`config.mk`:
```
export PLATFORM = sky130hd
export DESIGN_NAME = icalc_div_stage
export DESIGN_NICKNAME = d
export VERILOG_FILES = /design/src/rtl/icalc_pkg.sv /design/src/rtl/icalc_div_stage.sv
export SDC_FILE = /design/constraint.sdc
export NUM_CORES = 1
export LEC_CHECK = 0
export BUFFER_PORTS_ARGS = -buffer_cell sky130_fd_sc_hd__buf_2
export CORE_ASPECT_RATIO = 1.1
export CORE_MARGIN = 3
export CORE_UTILIZATION = 50
export CTS_BUF_LIST = sky130_fd_sc_hd__clkbuf_16
export CTS_CLUSTER_DIAMETER = 150
export DETAILED_ROUTE_END_ITERATION = 16
export PLACE_DENSITY_LB_ADDON = 0.05
export SYNTH_ARGS = -nofsm -noshare
export SYNTH_HDL_FRONTEND = slang
export SYNTH_SLANG_ARGS = --single-unit
export TNS_END_PERCENT = 50
```
`constraint.sdc`:
```
create_clock -name clk -period 8.6 [get_ports clk]
set_input_delay 0.86 -clock clk [delete_from_list [all_inputs] [get_ports clk]]
set_output_delay 0.86 -clock clk [all_outputs]
set_load 0.01 [all_outputs]
```
`src/rtl/icalc_pkg.sv`:
```
`timescale 1ns / 1ps
package icalc_pkg;

  localparam int DataW = 32;

  localparam logic [2:0] CMD_ADD = 3'd0;
  localparam logic [2:0] CMD_SUB = 3'd1;
  localparam logic [2:0] CMD_MUL = 3'd2;
  localparam logic [2:0] CMD_DIV = 3'd3;
  localparam logic [2:0] CMD_FACT = 3'd4;
  localparam logic [2:0] CMD_FIB = 3'd5;

  localparam logic [1:0] ST_OK = 2'd0;
  localparam logic [1:0] ST_DIVZERO = 2'd1;
  localparam logic [1:0] ST_RANGE = 2'd2;
  localparam logic [1:0] ST_UNKNOWN = 2'd3;

  localparam logic [31:0] FACT_MAX_ARG = 32'd12;
  localparam logic [31:0] FIB_MAX_ARG = 32'd47;

  // One pipeline slot; rem/quo/dvs are the divider working set.
  typedef struct packed {
    logic        valid;
    logic        is_div;
    logic        neg;
    logic [1:0]  status;
    logic [31:0] res;
    logic [31:0] rem;
    logic [31:0] quo;
    logic [31:0] dvs;
  } pipe_t;

  function automatic logic [31:0] fact_rom(input logic [3:0] n);
    logic [31:0] v;
    case (n)
      4'd0:    v = 32'd1;
      4'd1:    v = 32'd1;
      4'd2:    v = 32'd2;
      4'd3:    v = 32'd6;
      4'd4:    v = 32'd24;
      4'd5:    v = 32'd120;
      4'd6:    v = 32'd720;
      4'd7:    v = 32'd5040;
      4'd8:    v = 32'd40320;
      4'd9:    v = 32'd362880;
      4'd10:   v = 32'd3628800;
      4'd11:   v = 32'd39916800;
      4'd12:   v = 32'd479001600;
      default: v = 32'd0;
    endcase
    return v;
  endfunction

  // fib(1) = 0, fib(2) = 1
  function automatic logic [31:0] fib_rom(input logic [5:0] n);
    logic [31:0] v;
    case (n)
      6'd1:    v = 32'd0;
      6'd2:    v = 32'd1;
      6'd3:    v = 32'd1;
      6'd4:    v = 32'd2;
      6'd5:    v = 32'd3;
      6'd6:    v = 32'd5;
      6'd7:    v = 32'd8;
      6'd8:    v = 32'd13;
      6'd9:    v = 32'd21;
      6'd10:   v = 32'd34;
      6'd11:   v = 32'd55;
      6'd12:   v = 32'd89;
      6'd13:   v = 32'd144;
      6'd14:   v = 32'd233;
      6'd15:   v = 32'd377;
      6'd16:   v = 32'd610;
      6'd17:   v = 32'd987;
      6'd18:   v = 32'd1597;
      6'd19:   v = 32'd2584;
      6'd20:   v = 32'd4181;
      6'd21:   v = 32'd6765;
      6'd22:   v = 32'd10946;
      6'd23:   v = 32'd17711;
      6'd24:   v = 32'd28657;
      6'd25:   v = 32'd46368;
      6'd26:   v = 32'd75025;
      6'd27:   v = 32'd121393;
      6'd28:   v = 32'd196418;
      6'd29:   v = 32'd317811;
      6'd30:   v = 32'd514229;
      6'd31:   v = 32'd832040;
      6'd32:   v = 32'd1346269;
      6'd33:   v = 32'd2178309;
      6'd34:   v = 32'd3524578;
      6'd35:   v = 32'd5702887;
      6'd36:   v = 32'd9227465;
      6'd37:   v = 32'd14930352;
      6'd38:   v = 32'd24157817;
      6'd39:   v = 32'd39088169;
      6'd40:   v = 32'd63245986;
      6'd41:   v = 32'd102334155;
      6'd42:   v = 32'd165580141;
      6'd43:   v = 32'd267914296;
      6'd44:   v = 32'd433494437;
      6'd45:   v = 32'd701408733;
      6'd46:   v = 32'd1134903170;
      6'd47:   v = 32'd1836311903;
      default: v = 32'd0;
    endcase
    return v;
  endfunction

endpackage

```
`src/rtl/icalc_div_stage.sv`:
```
`timescale 1ns / 1ps
module icalc_div_stage
  import icalc_pkg::*;
(
  input  logic  clk,
  input  logic  rst,
  input  logic  en,
  input  pipe_t p,
  output pipe_t q
);

  // one restoring-division bit per stage
  pipe_t       d;
  logic [32:0] trial;
  logic [32:0] diff;
  logic        ge;

  assign trial = {p.rem, p.quo[31]};
  assign diff  = trial - {1'b0, p.dvs};
  assign ge    = !diff[32];

  always_comb begin
    d = p;
    if (p.is_div) begin
      d.rem = ge ? diff[31:0] : trial[31:0];
      d.quo = {p.quo[30:0], ge};
    end
  end

  always_ff @(posedge clk) begin
    if (rst) begin
      q.valid <= 1'b0;
    end else if (en) begin
      q <= d;
    end
  end

endmodule

```
---- Word level (Yosys, flattened, before mapping) ----
Index checks and enable logic that the tools add are counted.
word-level totals
  register bits after elaboration ......... 133
  bits of input ports ..................... 136
  word-level logic and storage cells ...... 14
  output and inout bits ................... 133
cells by class
  reduce and logical (&&, ||, !) cells .... 2
  mux-type cells .......................... 2
  add/subtract/negate cells ............... 1
  bitwise logic cells ..................... 1
operator list
  operator                                        count
  64-bit 2-to-1 mux                               1
  33-bit by 32-bit subtractor with 33-bit output  1
  32-bit 2-to-1 mux                               1
  2-bit AND reduction                             1
  1-bit zero test                                 1
  1-bit inverter                                  1

---- Logic depth before layout (Yosys ltp) ----
  depth after elaboration ................. 3
  gate-level depth with buffers ........... 13
  mapped depth without buffers ............ 12

---- Worst setup path after synthesis ----
OpenSTA, ideal clock, no wires.
  kind .................................... input to register
  start ................................... input port rst
  end ..................................... register q[0] (netlist bit) (enable)
  required time ........................... 7957 ps
  data arrival time ....................... 6717 ps
  path buffers ............................ 0
  setup time .............................. 643 ps
  slack ................................... 1240 ps
  cell stages on the path ................. 1
  cells stage by stage .................... nor2b_1
between the ends
  longest elaborated chain between the ends .. 2
ends and longest elaborated chain
  item                           line                  RTL
  from (decl)                    icalc_div_stage.sv:6  input logic rst,
  1-bit inverter (no line)       n/a
  2-bit AND reduction (no line)  n/a
  to (decl)                      icalc_div_stage.sv:9  output pipe_t q
Every way passes these cells.
A chain may end at the register's enable or synchronous reset.

==> impl_metrics.ini <==
[timing]
worst_slew_pin_slew_ps = 987
slew_violations = 0
fin_tns_setup_ps = 0
max_freq_mhz = 258
finalHoldViolCount = 0
rsz0062_at_grt = false
finalHoldWorstSlack_ps = 495
finClkSkew_ps = 0
slew_headroom_pct = 34.2
period_minus_slack_ps = 3880
setup_violations = 0
finalCritPeriodShare_pct = 45.1

[route]
via_count = 5483
postRouteAntennaNets = 0
wire_per_inst_um = 17.6
vias_per_cell = 5.29
dr.pass1.iters = 5
routed_wl_um = 18200
drt_iter0_drc = 313
drc = 0

[synthesis]
ys_seq_area_share_pct = 56.6
synth_top_family_by_area = compound AO/OA/AOI/OAI gates
ys_ff_latch = 133
synth_area_per_cell_um2 = 12.4
yosysUniqueCellTypes = 61
yosys.area_share.simple_pct = 7.63
syn_nets = 738
synth_fa_ha_area_share_pct = 5.97
muxShareOfSynthArea_pct = 9.01
synthXorXnorAreaFrac_pct = 4.00
synth_flop_cell = edfxtp_1
synth_compound_area_share_pct = 13.3
async_flop_share_pct = 0
syn_area_um2 = 7040
synth_edf_count = 132
synthCells = 569
ys_warn_count = 0

[final_layout]
largestRegisters = q x133
final_cell_mix = buf_2, edfxtp_1, nor2_1, a21oi_1, inv_1
stdcell_count = 1037
layout-drive-gt1-share_pct = 41.0
regMostFlops = q
nNetsFinal = 1009
layout-area-overhead-vs-synth_pct = 30.7
largest_reg_flops = 133
final_common_cell = buf_2
diodes = 0

[cts]
cts_tree = built
post-cts-setup-buffers = 0
cts_made_buffers = 17
clk_pin_slew_ps = 60
clk_path_buf_depth = 2
insertion_delay_ps = 410
cts.sinks = 133
h-tree-depth = 4
cts_resized = 0
cts_root_buffer = clkbuf_16
cts_hold_buf = 0

[min_path]
hp-class = flop to flop

[floorplanning]
die_h_um = 130
num_rows = 44
die_area_um2 = 15500
ios = 269
initial_core_util_pct = 52.2
core_area_um2 = 13500
die_w_um = 119

[placed_design]
place_congestion = 0.885
placed_cells = 1005
hpwl_um = 14100
io_buffers = 268

[critical_path]
cp_data_required_time_ps = 8720
crit_start = p[63]
r2r_setup_slack_ps = 8030
critPathKind = input pin to flop
setup.worst_path.end = q[92]$_DFFE_PP_
cp-end-kind = flop
start_kind = input pin
r2r-end = q[132]$_SDFFE_PP0P_
r2r_cells = 2
r2r-start = q[132]$_SDFFE_PP0P_
crit_arrival_ps = 4000
crit_fanout = 25

[grt]
grt.overflow.total = 0
grt_pass1_vias = 5463
grt_max_degree = 93
grt.total_usage_pct = 23.0
grt_pass1_wl_um = 27700
antenna_found_initial = 0

[pwr]
p_int_mw = 1.45
power_density_nw_per_um2 = 212
seqPwrFrac_pct = 40.2
p_total_mw = 1.95
switching_share_pct = 25.6
p_leak_nw = 4.11
combPwrFrac_pct = 18.9
switching_power_uw = 500
clockPowerShare_pct = 41.0
vdd_drop_max_v = 0.000102

[job]
cap_violations = 0

[outcome]
outcome = finished clean
-- power by group through the flow --
| stage | logic (mW) | clock network [mW] | registers (mW) |
|---|---|---|---|
| detailed placement | 0.369 | 0 | 0.798 |
| finish | 0.368 | 0.800 | 0.784 |
| CTS | 0.371 | 0.813 | 0.785 |
| global route | 0.405 | 0.840 | 0.788 |
| global placement | 0.362 | 0 | 0.797 |
| floorplan | 0.212 | 0 | 0.831 |
-- synth_stat cells, drive strengths merged (2+ instances only) --
master / count / area, µm²
a211oi: 3 / 22.5
a21boi: 2 / 15.0
a21o: 23 / 180
a21oi: 53 / 280
a221o: 2 / 20.0
a2bb2oi: 3 / 26.3
a31oi: 5 / 46.3
a41o: 2 / 20.0
and3: 5 / 31.3
and4: 2 / 17.5
buf: 8 / 57.6
clkbuf: 11 / 41.3
edfxtp: 132 / 3960
ha: 32 / 400
inv: 38 / 143
mux2: 34 / 394
mux2i: 24 / 240
nand2: 30 / 113
nand2b: 3 / 18.8
nand3: 3 / 15.0
nand3b: 2 / 15.0
nand4: 4 / 25.0
nor2: 49 / 184
nor2b: 5 / 31.3
nor3: 5 / 25.0
o211ai: 5 / 37.5
o21a: 3 / 22.5
o21ai: 24 / 124
o21bai: 2 / 15.0
o2bb2ai: 2 / 17.5
or3: 4 / 25.0
xnor2: 18 / 158
xor2: 12 / 124
-- metrics by stage --
stage,area [µm²],utilization (%),setup WS [ps]
after floorplan,7040,-,1240
final,9200,68.2,4720
after global routing,9200,68.2,4510
after detailed placement,8540,63.3,4280
after global placement,8540,63.3,4380
after CTS,9200,68.2,4730
-- cell type report --
cell class,instances,area (µm²)
multi-input cells,378,2820
fillers,1032,4290
clock buffers,17,425
inverters,39,146
repair buffers,271,1370
well taps,184,230
flip-flops and latches,133,3980
clock inverters,15,228
-- per-layer routing --
layer	GRT usage (%)	share of wire, %	wire length [µm]
met2	39.9	51	9230
met3	6.46	7.6	1380
met1	27.4	40	7280
met4	8.86	1.8	327
met5	0	0	0
-- worst min path at each step --
stage                        startpoint                  end  cells past startpoint
detailed placement  q[132]$_SDFFE_PP0P_  q[132]$_SDFFE_PP0P_                      2
floorplan           q[132]$_SDFFE_PP0P_  q[132]$_SDFFE_PP0P_                      2
global placement    q[132]$_SDFFE_PP0P_  q[132]$_SDFFE_PP0P_                      2
global route        q[132]$_SDFFE_PP0P_  q[132]$_SDFFE_PP0P_                      2
CTS                 q[132]$_SDFFE_PP0P_  q[132]$_SDFFE_PP0P_                      2
finish              q[132]$_SDFFE_PP0P_  q[132]$_SDFFE_PP0P_                      2
-- critical path, stage by stage --
cell	delay, ps
buf_2	70
inv_1	50
ha_1	220
fa_1	400
nand2b_1	200
a21oi_2	240
o21ai_2	100
a21o_4	220
a31oi_4	190
o31a_4	180
xor2_4	410
buf_4	460
mux2i_1	260
a21oi_1	90
-- logic make-up after synthesis --
kind of cell,after synthesis
AO/OA/AOI/OAI,140
XOR/XNOR,30
buffers and inverters,58
multiplexers,58
flip-flops,133
AND/OR/NAND/NOR,117
adder cells (fa/ha/maj),33
(Power assumes the default switching activity.)
