$ cat config.mk
export PLATFORM = sky130hd
export DESIGN_NAME = icalc_front
export DESIGN_NICKNAME = d
export VERILOG_FILES = /design/src/rtl/icalc_pkg.sv /design/src/rtl/icalc_front.sv
export SDC_FILE = /design/constraint.sdc
export NUM_CORES = 2
export LEC_CHECK = 0
export BUFFER_PORTS_ARGS = -buffer_cell sky130_fd_sc_hd__buf_2
export CAP_MARGIN = 20
export CORE_MARGIN = 3
export CORE_UTILIZATION = 55
export DETAILED_ROUTE_END_ITERATION = 7
export HOLD_SLACK_MARGIN = 0.02
export MAX_ROUTING_LAYER = met4
export PLACE_DENSITY = 0.74
export SYNTH_ARGS = -nofsm -noshare
export SYNTH_HDL_FRONTEND = slang
export SYNTH_SLANG_ARGS = --single-unit
$ cat constraint.sdc
create_clock -name clk -period 10.23 [get_ports clk]
set_clock_uncertainty 0.1 [all_clocks]
set_input_delay 2.046 -clock clk [delete_from_list [all_inputs] [get_ports clk]]
set_output_delay 2.046 -clock clk [all_outputs]
set_load 0.02 [all_outputs]
$ cat src/rtl/icalc_pkg.sv
`timescale 1ns / 1ps
package icalc_pkg;

  localparam int DataW = 32;

  localparam logic [2:0] CMD_ADD = 3'd0;
  localparam logic [2:0] CMD_SUB = 3'd1;
  localparam logic [2:0] CMD_MUL = 3'd2;
  localparam logic [2:0] CMD_DIV = 3'd3;
  localparam logic [2:0] CMD_FACT = 3'd4;
  localparam logic [2:0] CMD_FIB = 3'd5;

  localparam logic [1:0] ST_OK = 2'd0;
  localparam logic [1:0] ST_DIVZERO = 2'd1;
  localparam logic [1:0] ST_RANGE = 2'd2;
  localparam logic [1:0] ST_UNKNOWN = 2'd3;

  localparam logic [31:0] FACT_MAX_ARG = 32'd12;
  localparam logic [31:0] FIB_MAX_ARG = 32'd47;

  // One pipeline slot; rem/quo/dvs are the divider working set.
  typedef struct packed {
    logic        valid;
    logic        is_div;
    logic        neg;
    logic [1:0]  status;
    logic [31:0] res;
    logic [31:0] rem;
    logic [31:0] quo;
    logic [31:0] dvs;
  } pipe_t;

  function automatic logic [31:0] fact_rom(input logic [3:0] n);
    logic [31:0] v;
    case (n)
      4'd0:    v = 32'd1;
      4'd1:    v = 32'd1;
      4'd2:    v = 32'd2;
      4'd3:    v = 32'd6;
      4'd4:    v = 32'd24;
      4'd5:    v = 32'd120;
      4'd6:    v = 32'd720;
      4'd7:    v = 32'd5040;
      4'd8:    v = 32'd40320;
      4'd9:    v = 32'd362880;
      4'd10:   v = 32'd3628800;
      4'd11:   v = 32'd39916800;
      4'd12:   v = 32'd479001600;
      default: v = 32'd0;
    endcase
    return v;
  endfunction

  // fib(1) = 0, fib(2) = 1
  function automatic logic [31:0] fib_rom(input logic [5:0] n);
    logic [31:0] v;
    case (n)
      6'd1:    v = 32'd0;
      6'd2:    v = 32'd1;
      6'd3:    v = 32'd1;
      6'd4:    v = 32'd2;
      6'd5:    v = 32'd3;
      6'd6:    v = 32'd5;
      6'd7:    v = 32'd8;
      6'd8:    v = 32'd13;
      6'd9:    v = 32'd21;
      6'd10:   v = 32'd34;
      6'd11:   v = 32'd55;
      6'd12:   v = 32'd89;
      6'd13:   v = 32'd144;
      6'd14:   v = 32'd233;
      6'd15:   v = 32'd377;
      6'd16:   v = 32'd610;
      6'd17:   v = 32'd987;
      6'd18:   v = 32'd1597;
      6'd19:   v = 32'd2584;
      6'd20:   v = 32'd4181;
      6'd21:   v = 32'd6765;
      6'd22:   v = 32'd10946;
      6'd23:   v = 32'd17711;
      6'd24:   v = 32'd28657;
      6'd25:   v = 32'd46368;
      6'd26:   v = 32'd75025;
      6'd27:   v = 32'd121393;
      6'd28:   v = 32'd196418;
      6'd29:   v = 32'd317811;
      6'd30:   v = 32'd514229;
      6'd31:   v = 32'd832040;
      6'd32:   v = 32'd1346269;
      6'd33:   v = 32'd2178309;
      6'd34:   v = 32'd3524578;
      6'd35:   v = 32'd5702887;
      6'd36:   v = 32'd9227465;
      6'd37:   v = 32'd14930352;
      6'd38:   v = 32'd24157817;
      6'd39:   v = 32'd39088169;
      6'd40:   v = 32'd63245986;
      6'd41:   v = 32'd102334155;
      6'd42:   v = 32'd165580141;
      6'd43:   v = 32'd267914296;
      6'd44:   v = 32'd433494437;
      6'd45:   v = 32'd701408733;
      6'd46:   v = 32'd1134903170;
      6'd47:   v = 32'd1836311903;
      default: v = 32'd0;
    endcase
    return v;
  endfunction

endpackage

$ cat src/rtl/icalc_front.sv
`timescale 1ns / 1ps
module icalc_front
  import icalc_pkg::*;
(
  input  logic        clk,
  input  logic        rst,
  input  logic        en,
  input  logic        in_valid,
  input  logic [2:0]  cmd,
  input  logic [31:0] operand_a,
  input  logic [31:0] operand_b,
  output pipe_t       q
);

  pipe_t d;
  logic  a_neg;
  logic  b_neg;
  logic  fact_ok;
  logic  fib_ok;

  assign a_neg   = operand_a[31];
  assign b_neg   = operand_b[31];
  assign fact_ok = !a_neg && (operand_a <= FACT_MAX_ARG);
  assign fib_ok  = !a_neg && (operand_a != 32'd0) && (operand_a <= FIB_MAX_ARG);

  always_comb begin
    d        = '0;
    d.valid  = in_valid;
    d.neg    = a_neg ^ b_neg;
    d.quo    = a_neg ? (32'd0 - operand_a) : operand_a;
    d.dvs    = b_neg ? (32'd0 - operand_b) : operand_b;
    d.status = ST_OK;
    case (cmd)
      CMD_ADD: d.res = operand_a + operand_b;
      CMD_SUB: d.res = operand_a - operand_b;
      CMD_MUL: d.res = operand_a * operand_b;
      CMD_DIV: begin
        if (operand_b == 32'd0) begin
          d.status = ST_DIVZERO;
        end else begin
          d.is_div = 1'b1;
        end
      end
      CMD_FACT: begin
        if (fact_ok) begin
          d.res = fact_rom(operand_a[3:0]);
        end else begin
          d.status = ST_RANGE;
        end
      end
      CMD_FIB: begin
        if (fib_ok) begin
          d.res = fib_rom(operand_a[5:0]);
        end else begin
          d.status = ST_RANGE;
        end
      end
      default: d.status = ST_UNKNOWN;
    endcase
  end

  always_ff @(posedge clk) begin
    if (rst) begin
      q.valid <= 1'b0;
    end else if (en) begin
      q <= d;
    end
  end

endmodule

[Yosys cells after proc, flatten, opt, wreduce, memory -nomap -nowiden]
Memory sizes are Yosys's and may differ from the RTL's.
Index checks and enable logic that the tools add are counted.
Operators by class
  equality and inequality tests: 5
  $lt $le $gt $ge: 2
  multiply operators: 1
  reduce and logical (&&, ||, !) cells: 9
  add/sub/neg operators: 4
  mux-type cells: 10
  bitwise gates (word level): 2
Operator list (count)
  $pmux 32 s5: 1
  $mux 32: 2
  $sub 1x32->32 const A: 2
  $mux 31: 2
  $add 32x32->32: 1
  $le 32x4->1 const B: 1
  $le 32x6->1 const B: 1
  $logic_not 32->1: 1
  $mul 32x32->32: 1
  $reduce_bool 32->1: 1
  $sub 32x32->32: 1
  $pmux 2 s4: 1
  $eq 3x2->1 const B: 2
  $eq 3x3->1 const B: 2
  $mux 2: 2
  $eq 3x1->1 const B: 1
  $logic_and 1x1->1: 3
  $logic_not 3->1: 1
  $reduce_or 3->1: 1
  $mux 1: 2
  $reduce_and 2->1: 1
  $logic_not 1->1: 1
  $not 1->1: 1
  $xor 1x1->1: 1
Storage, ports and cells
  bits in read-only memories: 2432
  flip-flop bits (word level): 101
  memories kept: 2
  output and inout port bits: 133
Memories
  (name not given): words 64, width 31, read ports 1, clocked after Yosys merged registers in 0, write ports 0, RTL line icalc_pkg.sv:57  | case (n)
  (name not given): words 16, width 28, read ports 1, clocked after Yosys merged registers in 0, write ports 0, RTL line icalc_pkg.sv:35  | case (n)

[Depth between registers and ports, before layout]
  depth after elaboration: 5
  mapped depth: 30
  depth with buffers taken out: 25

[Least setup slack after synthesis]
No wires, ideal clock.
  path type: input to register
  start point: in operand_a[3]
  end point: reg q[127] (netlist bit), data pin
  setup slack: 1007 ps
  data arrival time: 8853 ps
  cell stages on the path: 28
  path buffers: 5
  cell sequence: clkbuf_1 clkbuf_1 buf_1 clkbuf_1 clkbuf_1 and2_1 fa_1 fa_1 fa_1 inv_1 fa_1 inv_1 fa_1 inv_1 fa_1 inv_1 fa_1 fa_1 ha_1 a21oi_1 o21a_1 o221a_2 o32a_1 o211ai_1 a2111o_1 a31oi_1 xnor2_1 o22ai_1
RTL lines
  start, declared: RTL line icalc_front.sv:10  | input logic [31:0] operand_a,
  end, declared: RTL line icalc_front.sv:12  | output pipe_t q

==> results.md <==
- CP Max Fanout: 15
- Arrival @ worst endpoint: approximately 9.1 ns
- Final WS setup: approximately 1.2 ns
- Detailed Route Iter0 Violations: about 2,100
- Fin Setup TNS: 0 ns
- Final setup viols: 0
- Overall routing resource usage: between 30% and 40%
- Area Overhead vs Synth: 6.04%
- Final worst path period need: ~9.1 ns
- Slew of the pin with the lowest slew margin: 1.06 ns
- Ys flop type: edfxtp_1
- DP HPWL: 64,000 µm
- Max FFs per register: 101
- Avg Inst Size Synth: slightly below 9 µm²
- Fin. Hold Viols: 0
- Max Cap Viol: 0
- CP endpoint kind: flip-flop
- CTS root buffer: clkbuf_16
- Relative slew slack: approximately 30%
- Die area: about 0.047 mm²
- Core area: between 0.04 and 0.05 mm²
- Mapped Cells: between 2,000 and 3,000
- CTS Hold Bufs: 0
- Largest Register: q
- Max H-tree Level: 3
- Residual DRC count: 0
- Critical path launch point type: input port
- Vias in the first global route: 21,400
- Async S/R FF share, synth: 0%
- Final Max Tran Viols: 0
- GPL Wtd Cong: ~1.0
- Hold_ws: between 0.4 and 0.5 ns
- Layout cells sized above 1: just over 9%
- First-pass DRT Iterations: 5
- Starting Density: 56.2%
- Fmax: 110 MHz
- # resized after CTS: 0
- CTS clk-pin slew, worst paths: 0.10 ns
- Port Buffer Count: around 170
- Flops & latches, synth: 101
- Mapped cell area: about 0.024 mm²
- Die Width: 217 µm
- Sink Count: 101
- Antenna Nets Post-Route: 0
- Post-CTS setup buffer count: 0
- Detailed-route via count: 20,400
- GRT overflow: 0
- Dpl ws: 0.862 ns
- Largest net degree at the start of global routing: a little over 70
- Hold Crit Class: reg -> reg
- Sequential cell area fraction in the yosys report: roughly 12%
- Cell row count: 76
- Global-route wire length before repair: approximately 130,000 µm
- Distinct cells, synth: 80
- Routed wire per std cell: approximately 25 µm
- Final wirelength: ~83,000 µm
- # nets final: between 3,000 and 4,000
- CTS tree: built
- WS Path Type: in -> reg
- CP required: a little over 10 ns
- Worst skew pair latency: approximately 0.4 ns
- Synth warn: 0
- CTS Buf Count: 9
- Longest Clk Path Bufs: 2
- Vias/cell: about 6
- Layout Utilization: 59.6%
- I/O pin cnt: just over 200
- Status: finished, final reports clean
- Fill count: ~3,800
- Chip height: 217 µm
- Fin crit share: between 80% and 90%
- Post-synth EDFFs: 100
- Number of antenna violations at the first check in global routing: 5
- Largest regs: q x101
- RSZ-0062 raised after global routing: no
synthesized netlist by cell type, drive strengths merged, types with 7 or more instances:
cell,instances,share of area (%)
a211oi,11,0.34
a21o,22,0.68
a21oi,64,1.3
a22oi,9,0.28
a31oi,20,0.51
and2,292,7.5
buf,44,1.2
clkbuf,157,2.4
edfxtp,100,12
fa,409,34
ha,173,8.9
inv,417,6.4
nand2,369,5.7
nand2b,15,0.38
nand3,14,0.29
nand4,7,0.18
nor2,82,1.3
nor2b,12,0.31
nor3,27,0.59
o211ai,10,0.31
o21a,19,0.58
o21ai,80,1.6
o221ai,8,0.29
o22ai,14,0.36
o31ai,28,0.92
or2,9,0.24
or3,30,0.89
xnor2,131,4.7
xor2,64,2.3
layer usage:
metal | share of wire (%) | vias up | wire, µm | global-route usage [%]
li1 | - | 8709 | - | -
met1 | 38 | 10200 | 31400 | 47.0
met2 | 47 | 1220 | 38900 | 58.9
met3 | 9.1 | 260 | 7570 | 5.52
met4 | 6.5 | 0 | 5370 | 19.5
met5 | 0 | - | 0 | -
cell families after synthesis:
| family | after synthesis | synth area share, % |
|---|---|---|
| flip-flops | 101 | 12.4 |
| XOR/XNOR | 195 | 7.00 |
| AND/OR/NAND/NOR | 884 | 18.2 |
| AO/OA/AOI/OAI | 347 | 9.53 |
| other | 1 | 0.0154 |
| buffers and inverters | 618 | 10.0 |
| multiplexers | 9 | 0.436 |
| adder cells (fa/ha/maj) | 582 | 42.4 |
worst max-delay path, stage by stage:
cell       delay [ns]
buf_2            0.41
buf_4            0.32
and2_1           0.17
fa_1             0.41
inv_1            0.08
fa_1             0.44
fa_1             0.57
inv_1            0.06
fa_1             0.43
fa_1             0.48
fa_1             0.56
fa_1             0.43
fa_1             0.47
ha_1             0.39
a21o_1           0.19
a21oi_1          0.25
o2111ai_1        0.16
a31oi_1          0.31
o31ai_1          0.18
a211oi_1         0.38
o41ai_1          0.12
or2_1            0.24
final timing paths:
| kind | startpoint | to | slack (ns) | cells past startpoint |
|---|---|---|---|---|
| max | operand_a[9] | q[126] | 1.17 | 22 |
| min | q[132] | q[132] | 0.42 | 2 |
| max reg2reg | q[132] | q[132] | 9.53 | 2 |
| min reg2reg | q[132] | q[132] | 0.42 | 2 |
through the flow:
| step | cell area (µm²) | std cells |
|---|---|---|
| detailed placement | 25600 | 3368 |
| floorplan | 24500 | 2768 |
| global placement | 25600 | 3368 |
| global route | 25900 | 3388 |
| finish | 25900 | 3388 |
| CTS | 25900 | 3384 |
final cells by class:
type / count / area (µm²) / area share [%]
antenna: 4 / 10.0 / 0.0387
sequential: 101 / 3020 / 11.7
inverter: 417 / 1570 / 6.05
clock inverter: 7 / 66.3 / 0.256
timing repair buffer: 216 / 1200 / 4.62
tap: 585 / 732 / 2.83
multi-input combinational: 2049 / 19100 / 73.7
clock buffer: 9 / 225 / 0.870
cells in the final DEF (no fill, tap or decap), types with 15 or more instances in the layout:
cell type | synthesis | final
a21o_1 | 22 | 22
a21oi_1 | 64 | 64
a31oi_1 | 20 | 20
and2_1 | 292 | 292
buf_2 | 2 | 170
buf_4 | 32 | 46
conb_1 | 1 | 32
edfxtp_1 | 100 | 100
fa_1 | 409 | 409
ha_1 | 173 | 173
inv_1 | 417 | 417
nand2_1 | 369 | 369
nand2b_1 | 15 | 15
nor2_1 | 82 | 82
nor3_1 | 25 | 24
o21a_1 | 19 | 19
o21ai_0 | 79 | 79
o31ai_1 | 27 | 27
or3_1 | 24 | 24
xnor2_1 | 131 | 131
xor2_1 | 64 | 64
Power is left out: the tool's default activity adds up to more than one toggle a clock period on the data nets, which glitch-free logic cannot reach.
